### config.mk
export PLATFORM = sky130hd
export DESIGN_NAME = page_frame_replacement_fifo_lru_core
export DESIGN_NICKNAME = d
export VERILOG_FILES = /design/src/rtl/pfr_pkg.sv /design/src/rtl/pfr_frame_mem.sv /design/src/rtl/pfr_scan_unit.sv /design/src/rtl/page_frame_replacement_fifo_lru_core.sv
export SDC_FILE = /design/constraint.sdc
export NUM_CORES = 1
export LEC_CHECK = 0
export ABC_AREA = 0
export BUFFER_PORTS_ARGS = -buffer_cell sky130_fd_sc_hd__buf_2
export CAP_MARGIN = 0
export CORE_MARGIN = 2
export CORE_UTILIZATION = 56
export DETAILED_ROUTE_END_ITERATION = 12
export PLACE_DENSITY_LB_ADDON = 0.2
export SLEW_MARGIN = 40
export SYNTH_ARGS = -nofsm -noshare
export SYNTH_HDL_FRONTEND = slang
export SYNTH_HIERARCHICAL = 1
export SYNTH_SLANG_ARGS = --single-unit
### constraint.sdc
create_clock -name clk_i -period 3.6 [get_ports clk_i]
set_clock_uncertainty 0.1 [all_clocks]
set_input_delay 0.72 -clock clk_i [delete_from_list [all_inputs] [get_ports clk_i]]
set_output_delay 0.72 -clock clk_i [all_outputs]
set_load 0.03 [all_outputs]
### src/rtl/pfr_pkg.sv
package pfr_pkg;

  localparam int MAX_FRAMES_DEF = 16;
  localparam int PAGE_BITS_DEF  = 16;

  localparam int STAMP_W     = 32;
  localparam int FAULT_W     = 32;
  localparam int FRAME_IDX_W = 4;
  localparam int FIU_W       = 5;
  localparam int CFG_DATA_W  = 5;
  localparam int CFG_IDX_W   = 1;

  localparam logic [FIU_W-1:0]   FIU_RESET = 5'd4;
  localparam logic [FAULT_W-1:0] FAULT_MAX = '1;

  typedef enum logic [CFG_IDX_W-1:0] {
    CFG_POLICY_MODE   = 1'b0,
    CFG_FRAMES_IN_USE = 1'b1
  } cfg_reg_e;

  typedef enum logic {
    POLICY_FIFO = 1'b0,
    POLICY_LRU  = 1'b1
  } policy_e;

  // Sequencer to scan unit
  typedef struct packed {
    logic clear;
    logic eval;
  } scan_ctrl_t;

  // Scan unit to sequencer
  typedef struct packed {
    logic hit;
    logic empty;
  } scan_flags_t;

endpackage

### src/rtl/pfr_frame_mem.sv
module pfr_frame_mem #(
  parameter int DEPTH     = pfr_pkg::MAX_FRAMES_DEF,
  parameter int PAGE_BITS = pfr_pkg::PAGE_BITS_DEF,
  localparam int IdxW     = (DEPTH > 1) ? $clog2(DEPTH) : 1
) (
  input  logic                         clk_i,
  input  logic                         rd_en_i,
  input  logic [IdxW-1:0]              rd_addr_i,
  input  logic                         wr_page_en_i,
  input  logic                         wr_stamp_en_i,
  input  logic [IdxW-1:0]              wr_addr_i,
  input  logic [PAGE_BITS-1:0]         wr_page_i,
  input  logic [pfr_pkg::STAMP_W-1:0]  wr_stamp_i,
  output logic [PAGE_BITS-1:0]         rd_page_o,
  output logic [pfr_pkg::STAMP_W-1:0]  rd_stamp_o
);

  logic [PAGE_BITS-1:0]        page_mem [DEPTH];
  logic [pfr_pkg::STAMP_W-1:0] stamp_mem [DEPTH];

  always_ff @(posedge clk_i) begin
    if (wr_page_en_i) begin
      page_mem[wr_addr_i] <= wr_page_i;
    end
    if (wr_stamp_en_i) begin
      stamp_mem[wr_addr_i] <= wr_stamp_i;
    end
  end

  always_ff @(posedge clk_i) begin
    if (rd_en_i) begin
      rd_page_o  <= page_mem[rd_addr_i];
      rd_stamp_o <= stamp_mem[rd_addr_i];
    end
  end

endmodule

### src/rtl/pfr_scan_unit.sv
module pfr_scan_unit #(
  parameter int MAX_FRAMES = pfr_pkg::MAX_FRAMES_DEF,
  parameter int PAGE_BITS  = pfr_pkg::PAGE_BITS_DEF,
  localparam int IdxW      = (MAX_FRAMES > 1) ? $clog2(MAX_FRAMES) : 1
) (
  input  logic                         clk_i,
  input  logic                         rst_ni,
  input  pfr_pkg::scan_ctrl_t          ctrl_i,
  input  logic [IdxW-1:0]              idx_i,
  input  logic                         valid_i,
  input  logic [PAGE_BITS-1:0]         page_i,
  input  logic [pfr_pkg::STAMP_W-1:0]  stamp_i,
  input  logic [PAGE_BITS-1:0]         req_page_i,
  input  logic [IdxW-1:0]              fifo_ptr_i,
  output pfr_pkg::scan_flags_t         flags_o,
  output logic [IdxW-1:0]              hit_idx_o,
  output logic [IdxW-1:0]              empty_idx_o,
  output logic [IdxW-1:0]              min_idx_o,
  output logic [PAGE_BITS-1:0]         min_page_o,
  output logic [PAGE_BITS-1:0]         fifo_page_o
);

  pfr_pkg::scan_flags_t         flags_q;
  logic [pfr_pkg::STAMP_W-1:0]  min_stamp_q;
  logic                         page_eq;
  logic                         stamp_lt;

  // One compare pair serves every frame in turn.
  assign page_eq  = (page_i == req_page_i);
  assign stamp_lt = (stamp_i < min_stamp_q);

  always_ff @(posedge clk_i or negedge rst_ni) begin
    if (!rst_ni) begin
      flags_q <= '0;
    end else if (ctrl_i.clear) begin
      flags_q <= '0;
    end else if (ctrl_i.eval) begin
      if (valid_i && page_eq) begin
        flags_q.hit <= 1'b1;
      end
      if (!valid_i) begin
        flags_q.empty <= 1'b1;
      end
    end
  end

  always_ff @(posedge clk_i) begin
    if (ctrl_i.eval) begin
      // Keep the first match and the first hole only.
      if (valid_i && page_eq && !flags_q.hit) begin
        hit_idx_o <= idx_i;
      end
      if (!valid_i && !flags_q.empty) begin
        empty_idx_o <= idx_i;
      end
      // Strict less-than keeps the lowest index on equal stamps.
      if ((idx_i == '0) || stamp_lt) begin
        min_idx_o   <= idx_i;
        min_stamp_q <= stamp_i;
        min_page_o  <= page_i;
      end
      if (idx_i == fifo_ptr_i) begin
        fifo_page_o <= page_i;
      end
    end
  end

  assign flags_o = flags_q;

endmodule

### src/rtl/page_frame_replacement_fifo_lru_core.sv
// Page frame replacement core, FIFO or LRU victim selection.
//
// Request channel: drive page_number_i and raise start_i; the request
// transfers at a rising edge where start_i is high and busy_o is low.
// Result channel: result_valid_o is high for exactly one cycle with hit_o,
// frame_index_o, evicted_valid_o, evicted_page_o and fault_total_o. The
// receiver cannot stall, so the result must be captured in that cycle.
// Configuration: cfg_we_i, cfg_idx_i, cfg_data_i write register 0 (policy,
// 0 FIFO / 1 LRU) or register 1 (frames in use) at the clock edge; write
// only while busy_o is low and no result is pending.
// Sequence: a request walks ST_SCAN, which issues one frame memory read
// per effective frame, then ST_LAST, which evaluates the last read, then
// ST_DECIDE, which decides and updates state; the strobe follows. busy_o
// is already low in the strobe cycle, so a new request can transfer then.
// Until then the core takes no new request, since the scan walks the
// single read port of the frame memory one entry per cycle.
// Reset: all frames invalid, stamp, FIFO pointer and fault count zero,
// policy FIFO, four frames in use. No clearing pass is needed.
module page_frame_replacement_fifo_lru_core #(
  parameter int MAX_FRAMES = pfr_pkg::MAX_FRAMES_DEF,
  parameter int PAGE_BITS  = pfr_pkg::PAGE_BITS_DEF
) (
  input  logic                              clk_i,
  input  logic                              rst_ni,
  input  logic                              start_i,
  output logic                              busy_o,
  input  logic [PAGE_BITS-1:0]              page_number_i,
  input  logic                              cfg_we_i,
  input  logic [pfr_pkg::CFG_IDX_W-1:0]     cfg_idx_i,
  input  logic [pfr_pkg::CFG_DATA_W-1:0]    cfg_data_i,
  output logic                              result_valid_o,
  output logic                              hit_o,
  output logic [pfr_pkg::FRAME_IDX_W-1:0]   frame_index_o,
  output logic                              evicted_valid_o,
  output logic [PAGE_BITS-1:0]              evicted_page_o,
  output logic [pfr_pkg::FAULT_W-1:0]       fault_total_o
);

  localparam int IdxW  = (MAX_FRAMES > 1) ? $clog2(MAX_FRAMES) : 1;
  localparam int CntW  = $clog2(MAX_FRAMES + 1);
  localparam int CmpW  = ((CntW > pfr_pkg::FIU_W) ? CntW : pfr_pkg::FIU_W) + 1;
  localparam int FiW   = pfr_pkg::FRAME_IDX_W;
  localparam int StW   = pfr_pkg::STAMP_W;
  localparam int FltW  = pfr_pkg::FAULT_W;

  typedef enum logic [1:0] {
    ST_IDLE,
    ST_SCAN,
    ST_LAST,
    ST_DECIDE
  } state_e;

  state_e                     state_q;
  pfr_pkg::policy_e           policy_q;
  logic [pfr_pkg::FIU_W-1:0]  fiu_q;

  logic [MAX_FRAMES-1:0]      frame_valid_q;
  logic [StW-1:0]             stamp_q;
  logic [IdxW-1:0]            fifo_ptr_q;
  logic [FltW-1:0]            fault_q;

  logic [PAGE_BITS-1:0]       req_page_q;
  logic [CntW-1:0]            n_q;
  logic [IdxW-1:0]            ptr_q;
  logic [CntW-1:0]            addr_q;
  logic                       eval_q;
  logic [IdxW-1:0]            eval_idx_q;

  logic                       accept;
  logic [CntW-1:0]            eff_frames;
  logic [IdxW-1:0]            ptr_start;
  logic [CntW-1:0]            ptr_plus;
  logic [IdxW-1:0]            ptr_next;

  pfr_pkg::scan_ctrl_t        scan_ctrl;
  pfr_pkg::scan_flags_t       scan_flags;
  logic [IdxW-1:0]            hit_idx;
  logic [IdxW-1:0]            empty_idx;
  logic [IdxW-1:0]            min_idx;
  logic [PAGE_BITS-1:0]       min_page;
  logic [PAGE_BITS-1:0]       fifo_page;

  logic [PAGE_BITS-1:0]       rd_page;
  logic [StW-1:0]             rd_stamp;

  logic [IdxW-1:0]            slot_d;
  logic                       evicted_d;
  logic [PAGE_BITS-1:0]       old_page_d;
  logic                       decide;

  assign busy_o = (state_q != ST_IDLE);
  assign accept = start_i && !busy_o;
  assign decide = (state_q == ST_DECIDE);

  // Clamp the frame count: zero acts as one, beyond capacity acts as capacity.
  always_comb begin
    if (fiu_q == '0) begin
      eff_frames = CntW'(1);
    end else if (CmpW'(fiu_q) > CmpW'(MAX_FRAMES)) begin
      eff_frames = CntW'(MAX_FRAMES);
    end else begin
      eff_frames = CntW'(fiu_q);
    end
  end

  // Wrap a stale FIFO pointer back to frame zero.
  assign ptr_start = (CntW'(fifo_ptr_q) >= eff_frames) ? '0 : fifo_ptr_q;
  assign ptr_plus  = CntW'(ptr_q) + CntW'(1);
  assign ptr_next  = (ptr_plus == n_q) ? '0 : ptr_plus[IdxW-1:0];

  // Configuration writes.
  always_ff @(posedge clk_i or negedge rst_ni) begin
    if (!rst_ni) begin
      policy_q <= pfr_pkg::POLICY_FIFO;
      fiu_q    <= pfr_pkg::FIU_RESET;
    end else if (cfg_we_i) begin
      unique case (pfr_pkg::cfg_reg_e'(cfg_idx_i))
        pfr_pkg::CFG_POLICY_MODE:   policy_q <= pfr_pkg::policy_e'(cfg_data_i[0]);
        pfr_pkg::CFG_FRAMES_IN_USE: fiu_q    <= cfg_data_i;
        default: ;
      endcase
    end
  end

  // Victim choice: hit frame, else first hole, else the policy's pick.
  always_comb begin
    evicted_d  = 1'b0;
    old_page_d = '0;
    if (scan_flags.hit) begin
      slot_d = hit_idx;
    end else if (scan_flags.empty) begin
      slot_d = empty_idx;
    end else begin
      evicted_d = 1'b1;
      if (policy_q == pfr_pkg::POLICY_LRU) begin
        slot_d     = min_idx;
        old_page_d = min_page;
      end else begin
        slot_d     = ptr_q;
        old_page_d = fifo_page;
      end
    end
  end

  assign scan_ctrl.clear = accept;
  assign scan_ctrl.eval  = eval_q;

  pfr_frame_mem #(
    .DEPTH     (MAX_FRAMES),
    .PAGE_BITS (PAGE_BITS)
  ) u_mem (
    .clk_i         (clk_i),
    .rd_en_i       (state_q == ST_SCAN),
    .rd_addr_i     (addr_q[IdxW-1:0]),
    .wr_page_en_i  (decide && !scan_flags.hit),
    .wr_stamp_en_i (decide),
    .wr_addr_i     (slot_d),
    .wr_page_i     (req_page_q),
    .wr_stamp_i    (stamp_q),
    .rd_page_o     (rd_page),
    .rd_stamp_o    (rd_stamp)
  );

  pfr_scan_unit #(
    .MAX_FRAMES (MAX_FRAMES),
    .PAGE_BITS  (PAGE_BITS)
  ) u_scan (
    .clk_i       (clk_i),
    .rst_ni      (rst_ni),
    .ctrl_i      (scan_ctrl),
    .idx_i       (eval_idx_q),
    .valid_i     (frame_valid_q[eval_idx_q]),
    .page_i      (rd_page),
    .stamp_i     (rd_stamp),
    .req_page_i  (req_page_q),
    .fifo_ptr_i  (ptr_q),
    .flags_o     (scan_flags),
    .hit_idx_o   (hit_idx),
    .empty_idx_o (empty_idx),
    .min_idx_o   (min_idx),
    .min_page_o  (min_page),
    .fifo_page_o (fifo_page)
  );

  // Sequencer, persistent state and registered result.
  always_ff @(posedge clk_i or negedge rst_ni) begin
    if (!rst_ni) begin
      state_q        <= ST_IDLE;
      frame_valid_q  <= '0;
      stamp_q        <= '0;
      fifo_ptr_q     <= '0;
      fault_q        <= '0;
      addr_q         <= '0;
      eval_q         <= 1'b0;
      eval_idx_q     <= '0;
      n_q            <= '0;
      ptr_q          <= '0;
      req_page_q     <= '0;
      result_valid_o <= 1'b0;
      hit_o          <= 1'b0;
      frame_index_o  <= '0;
      evicted_valid_o <= 1'b0;
      evicted_page_o <= '0;
      fault_total_o  <= '0;
    end else begin
      result_valid_o <= 1'b0;
      unique case (state_q)
        ST_IDLE: begin
          if (start_i) begin
            // Latch the request and bump the stamp before the scan.
            req_page_q <= page_number_i;
            stamp_q    <= stamp_q + StW'(1);
            n_q        <= eff_frames;
            ptr_q      <= ptr_start;
            addr_q     <= '0;
            eval_q     <= 1'b0;
            state_q    <= ST_SCAN;
          end
        end
        ST_SCAN: begin
          // Issue one read per cycle; evaluate it in the next.
          eval_q     <= 1'b1;
          eval_idx_q <= addr_q[IdxW-1:0];
          addr_q     <= addr_q + CntW'(1);
          if ((addr_q + CntW'(1)) == n_q) begin
            state_q <= ST_LAST;
          end
        end
        ST_LAST: begin
          eval_q  <= 1'b0;
          state_q <= ST_DECIDE;
        end
        ST_DECIDE: begin
          frame_valid_q[slot_d] <= 1'b1;
          if (!scan_flags.hit) begin
            fifo_ptr_q <= ptr_next;
            if (fault_q != pfr_pkg::FAULT_MAX) begin
              fault_q       <= fault_q + FltW'(1);
              fault_total_o <= fault_q + FltW'(1);
            end else begin
              fault_total_o <= fault_q;
            end
          end else begin
            fault_total_o <= fault_q;
          end
          result_valid_o  <= 1'b1;
          hit_o           <= scan_flags.hit;
          frame_index_o   <= FiW'(slot_d);
          evicted_valid_o <= evicted_d;
          evicted_page_o  <= old_page_d;
          state_q         <= ST_IDLE;
        end
        default: state_q <= ST_IDLE;
      endcase
    end
  end

endmodule

# Word level (Yosys, flattened, before mapping)
# Memories as Yosys holds them, arrays and structs flattened. A register that Yosys moved wholly into a read port is not among the register bits.
# Index checks and enable logic that the tools add are counted.
dict set report word_totals {
  reg_bits 228
  ramBits 768
  output_inout_bits 56
  word_cells 116
  mem_count 2
}
dict set report classes {
  add_sub_neg 4
  magnitude_cmp 6
  eq_ne 11
  n_mux 31
  bitwise_logic 3
  reduce_logical 33
}
# memory depth width read_ports rd_clocked_by_memory_dff wr line
set mem_list {}
lappend mem_list {u_mem.stamp_mem 16 32 1 1 1 pfr_frame_mem.sv:19} ;# logic [pfr_pkg::STAMP_W-1:0] stamp_mem [DEPTH];
lappend mem_list {u_mem.page_mem 16 16 1 1 1 pfr_frame_mem.sv:18} ;# logic [PAGE_BITS-1:0] page_mem [DEPTH];
# operator n
set ops {}
lappend ops {{32-bit by 1-bit adder with 32-bit output, second input constant} 2}
lappend ops {{16-bit two-way mux} 3}
lappend ops {{32-bit < comparator} 1}
lappend ops {{32-bit inequality test, second input constant} 1}
lappend ops {{2-bit AND reduction} 13}
lappend ops {{4-bit two-way mux} 5}
lappend ops {{16-bit equality test} 1}
lappend ops {{16-bit bitwise OR} 1}
lappend ops {{5-bit two-way mux} 3}
lappend ops {{1-bit two-way mux} 11}
lappend ops {{5-bit equality test} 2}
lappend ops {{4-bit by 5-bit < comparator with 1-bit output, second input constant} 2}
lappend ops {{5-bit case mux with 2 select lines} 1}
lappend ops {{2-bit two-way mux} 4}
lappend ops {{2-bit case mux with 4 select lines} 1}
lappend ops {{2-bit nonzero test} 4}
lappend ops {{1-bit logical AND} 6}
lappend ops {{2-bit inequality test, second input constant} 3}
lappend ops {{4-bit by 1-bit adder with 5-bit output, second input constant} 1}
lappend ops {{5-bit by 1-bit adder with 5-bit output, second input constant} 1}
lappend ops {{4-bit by 5-bit >= comparator with 1-bit output} 1}
lappend ops {{5-bit greater-than comparator, second input constant} 1}
lappend ops {{5-bit logical NOT} 1}
lappend ops {{1-bit binary-select mux with 4-bit select} 1}
lappend ops {{13 further kinds} 18}

# Logic depth before layout (Yosys ltp)
dict set report logic_depth {
  word_depth 8
  mapped_depth 9
  ltp_nobuf 9
}

# Hierarchy
# The synthesis kept the hierarchy.
# mod instances cells_per_inst area_per_inst_um2 seq_area_each_um2
set by_module_without_submodules {}
lappend by_module_without_submodules {pfr_frame_mem 1 1267 30271.5 24503.5}
lappend by_module_without_submodules {page_frame_replacement_fifo_lru_core 1 670 7099.3 3754.9}
lappend by_module_without_submodules {pfr_scan_unit 1 224 3365.7 2332.2}

# Worst setup path after synthesis
# OpenSTA, ideal clock, no wires.
dict set report synth_path {
  path_type {register to register}
  startpoint {register u_mem/rd_stamp_o[2] in the netlist's numbering, read port of u_mem.stamp_mem}
  endpoint {register u_scan.min_idx_o[0], enable pin}
  setup_ns 0.428
  arrival_time_ns 3.114
  required_time_ns 3.072
  path_slack_ns -0.042
  path_stages_with_launch 8
  path_buffers 0
  synth_period_minus_slack_ns 3.642
  cell_sequence {edfxtp_1 ha_1 a211o_1 a31oi_1 o221ai_1 a21o_1 a211o_1 a21oi_2}
}
dict set report synth_via {
  elab_chain_cells 3
}
# element line
set synth_rtl {}
lappend synth_rtl {{start, declared} pfr_frame_mem.sv:15} ;# output logic [pfr_pkg::STAMP_W-1:0] rd_stamp_o
lappend synth_rtl {{32-bit < comparator} pfr_scan_unit.sv:30} ;# assign stamp_lt = (stamp_i < min_stamp_q);
lappend synth_rtl {{1-bit logical OR} pfr_scan_unit.sv:57} ;# if ((idx_i == '0) || stamp_lt) begin
lappend synth_rtl {{2-bit AND reduction (no line)} -}
lappend synth_rtl {{end signal, assigned} pfr_scan_unit.sv:58} ;# min_idx_o <= idx_i;
lappend synth_rtl {{end, declared} pfr_scan_unit.sv:18} ;# output logic [IdxW-1:0] min_idx_o,
# No other way between the ends.
# A chain may end at the register's enable or synchronous reset.

# Worst setup path in the final report
dict set report layout_path {
  startpoint {register ptr_q[3]}
  endpoint {memory u_mem/stamp_mem[1][9] in the netlist's numbering, enable pin}
}
dict set report layout_via {
  elab_chain_cells 3
}
# element line
set layout_rtl {}
lappend layout_rtl {{start, declared} page_frame_replacement_fifo_lru_core.sv:64} ;# logic [IdxW-1:0] ptr_q;
lappend layout_rtl {{start signal, assigned} page_frame_replacement_fifo_lru_core.sv:214} ;# ptr_q <= ptr_start;
lappend layout_rtl {{4-bit two-way mux} page_frame_replacement_fifo_lru_core.sv:135} ;# if (policy_q == pfr_pkg::POLICY_LRU) begin
lappend layout_rtl {{4-bit two-way mux} page_frame_replacement_fifo_lru_core.sv:131} ;# end else if (scan_flags.empty) begin
lappend layout_rtl {{4-bit two-way mux} page_frame_replacement_fifo_lru_core.sv:129} ;# if (scan_flags.hit) begin
lappend layout_rtl {{net slot_d[3]} page_frame_replacement_fifo_lru_core.sv:86} ;# logic [IdxW-1:0] slot_d;
lappend layout_rtl {{end, declared} pfr_frame_mem.sv:19}
# The timed path passes the listed nets, and every way through them passes these cells.

==> metrics.txt <==
Initial Util a little under three fifths; Synth Register Bits 1044; met3 Track Usage GR about 4.2%; Port Buffers a little over 80; Post-synth EDFFs slightly below 900; Hold Fails Final Rpt 0; most frequent cells in the layout edfxtp_1 (892), mux4_2 (197), nand2_1 (160); post-route insts no fill ~3400; busiest layer in global routing met2; Post-Synthesis Cells between 2000 and 2500; Post-synth ARST share between 10% and 20%; initial antenna violation count 2; Top FF cell, synth edfxtp_1; Clock Path Buffers 3; sw power 10640 uW; total grt overflow 0; run status complete, no violations; Clock Latency Late Sink approximately 0.66 ns; via count about 21000; Antenna Nets Post-Route 0; H-tree Lvls 3; sequential area share after synthesis roughly 75%; Clock Pin Slew Worst Setup and Hold Paths ~0.060 ns; First-pass DRT Iterations 5; Worst Tran Pin Value 0.7945 ns; Clock Power Share ~30%; yosys warns 6; vias in the first global route about 21000; mean cell area of the mapped netlist 18.85 um^2; commonest non-fill, non-tap cell in the layout edfxtp_1; DIE WIDTH roughly 270 um; Global Route met1 Usage 35.04%; Die ar. approximately 75000 um^2; CTS tree built; DR WL/cell 24.98 um; row count 98; placed cells between 3000 and 4000; reg-to-reg slack, setup between 0.6 and 0.7 ns; Final Cell Area between 40000 and 50000 um^2; hold path cells 3; worst vdd rail ir drop slightly above 0.0005 V; Sw Ratio just under 30%; Yosys top cell area share about two thirds; Crit Path Category flop to flop; hold_sp page_number_i[7]; root buf cell clkbuf_16; Worst EP required approximately 3.8 ns; # Max-Cap Violations 0; first-pass GRT wire length between 100 and 150 mm; share of cells above drive strength 1 between 20% and 30%; Post-Syn Area between 40000 and 50000 um^2; fin crit period slightly below 3 ns; setup repair bufs after CTS 0; synth top area cells edfxtp_1 (66%), mux4_2 (11%), dfrtp_1 (9.3%), a22oi_1 (1.8%), nand2_1 (1.5%); Slew Viols, Final 0; R2R cell count 7; Reg area 30600 um^2; GR Util All Layers between 20% and 30%; Sequential Power Share about 47%; DRC 0; Fmax 0.3373 GHz; hpwl dp slightly above 50 mm; CP Capture Type flop; core area around 72000 um^2; cts hold-fix bufs 1; dominant cell type by area after synthesis edfxtp_1; P&R area growth vs syn 13.95%; area of the multi-input gates just under 10000 um^2; Hold Path End req_page_q[7]; CTS Sinks roughly 1000; Die Y-Extent 273.7 um; reg2reg start ptr_q[3]; pwr dens a little under 800 nW/um^2; Starting DRT DRC Count 2145; Placed Area 42960 um^2; NumNets Final approximately 2400; Hold WS between 0.1 and 0.15 ns; CTS Buf Count between 100 and 150; met2 Use GR between 30% and 40%; final setup violation count 0; post-cts repair resize count 0; Synth cell types 64; gpl congestion 0.8404; syn_nets ~2200; largest net degree at the start of global routing 94; Final period util between 80 and 90%; Pleak ~0.016 uW; Gate power share a little under a quarter; TNS Setup 0 ns; internal power approximately 26000 uW; final WL 84.50 mm; crit path DAT ~3.1 ns; boundary pin count 82; Critical R2R Capture u_mem/stamp_mem[1][9]; worst hold path class primary input to flop; Slew HR 47.03%; Crit Path Max Fanout 32; CP startpoint kind flop; Fillers approximately 4800; vias per cell about 6; RSZ-0062 raised after global routing no
synth_stat cells (all sizes together), types with 2 or more instances:
| master | instances |
|---|---|
| mux2 | 15 |
| ha | 43 |
| xnor2 | 62 |
| a211o | 3 |
| a21oi | 27 |
| o32ai | 3 |
| nor2 | 79 |
| buf | 40 |
| nor4 | 5 |
| o311ai | 2 |
| dfrtp | 151 |
| xor2 | 32 |
| or2 | 3 |
| a21o | 19 |
| nor3 | 13 |
| nor3b | 3 |
| nand4 | 29 |
| and3 | 12 |
| inv | 61 |
| o211ai | 3 |
| mux4 | 197 |
| or3b | 2 |
| nand2b | 14 |
| nand2 | 160 |
| mux2i | 25 |
| o22ai | 16 |
| o21ai | 16 |
| and4 | 5 |
| o31a | 3 |
| nand3 | 33 |
| edfxtp | 892 |
| and2 | 4 |
| a31o | 4 |
| a211oi | 7 |
| a22oi | 96 |
| or4 | 3 |
| nor2b | 8 |
| nand3b | 3 |
| clkbuf | 48 |
| or3 | 4 |
cells by family (layout without fill, tap and decap cells):
group	Yosys count	in the layout	synth area share [%]
AO/OA/AOI/OAI	209	209	3.621
XOR/XNOR	94	94	2.021
AND/OR/NAND/NOR	385	385	4.444
buffers and inverters	149	420	1.579
adder cells (fa/ha/maj)	43	43	1.321
flip-flops	1044	1044	75.09
other	0	1	0
multiplexers	237	237	11.92
critical path, cell delays in order, from the launching register on:
cell and delay, ns:
dfrtp_1 0.46, nor2b_1 0.17, a211oi_1 0.22, o31a_1 0.22
inv_1 0.18, or3b_2 0.64, nor2_4 0.13, buf_4 0.44
per-stage QoR:
step / util (%) / total power [uW] / worst slack [ns]
floorplan: - / 22690 / 0.04826
global placement: 59.82 / 25430 / 0.6879
detailed placement: 59.89 / 25800 / 0.6657
CTS: 64.67 / 36460 / 0.6301
global route: 64.71 / 37770 / 0.4591
finish: 64.71 / 36180 / 0.6352
worst max path at each step:
stage	startpoint	to	slack (ns)	depth (start not counted)
detailed placement	ptr_q[2]	u_mem/stamp_mem[1][16]	0.67	7
global placement	ptr_q[3]	u_mem/stamp_mem[1][19]	0.69	7
CTS	ptr_q[3]	u_mem/stamp_mem[1][9]	0.63	7
global route	ptr_q[2]	u_mem/stamp_mem[0][9]	0.46	7
finish	ptr_q[3]	u_mem/stamp_mem[1][9]	0.64	7
floorplan	policy_q	u_mem/stamp_mem[1][0]	0.05	6
power by group through the flow:
stage                     clock network (uW)  registers, uW  logic [uW]
final                                  10600          17000        8540
after global routing                   11300          17200        9230
after CTS                              10800          17000        8610
after detailed placement                   0          17200        8550
after global placement                     0          17100        8310
after floorplan                            0          16700        5940
sequential cells by signal (all words and copies together) (netlist names), 5 cells and up:
register / flops
u_mem/stamp_mem: 512
u_mem/page_mem: 256
fault_q: 32
stamp_q: 32
u_mem/rd_stamp_o: 32
u_scan/min_stamp_q: 32
evicted_page_o: 16
frame_valid_q: 16
req_page_q: 16
u_mem/rd_page_o: 16
u_scan/fifo_page_o: 16
u_scan/min_page_o: 16
addr_q: 5
fiu_q: 5
n_q: 5
metal layers:
layer | vias up | wire length (um)
met5 | - | 0
met2 | 722 | 39200
met4 | 0 | 1420
met1 | 10940 | 37500
li1 | 8984 | -
met3 | 101 | 6383
area by class of cell:
cell class                 count  share of cell area, %
multi-input combinational    968                  20.84
tap                          950                  2.561
inverter                      61                 0.4933
antenna                        1               0.005391
clock inverter                46                 0.9839
clock buffer                 149                  6.386
timing repair buffer         164                  2.814
sequential                  1044                  65.92
Power figures use the tool's default switching activity.
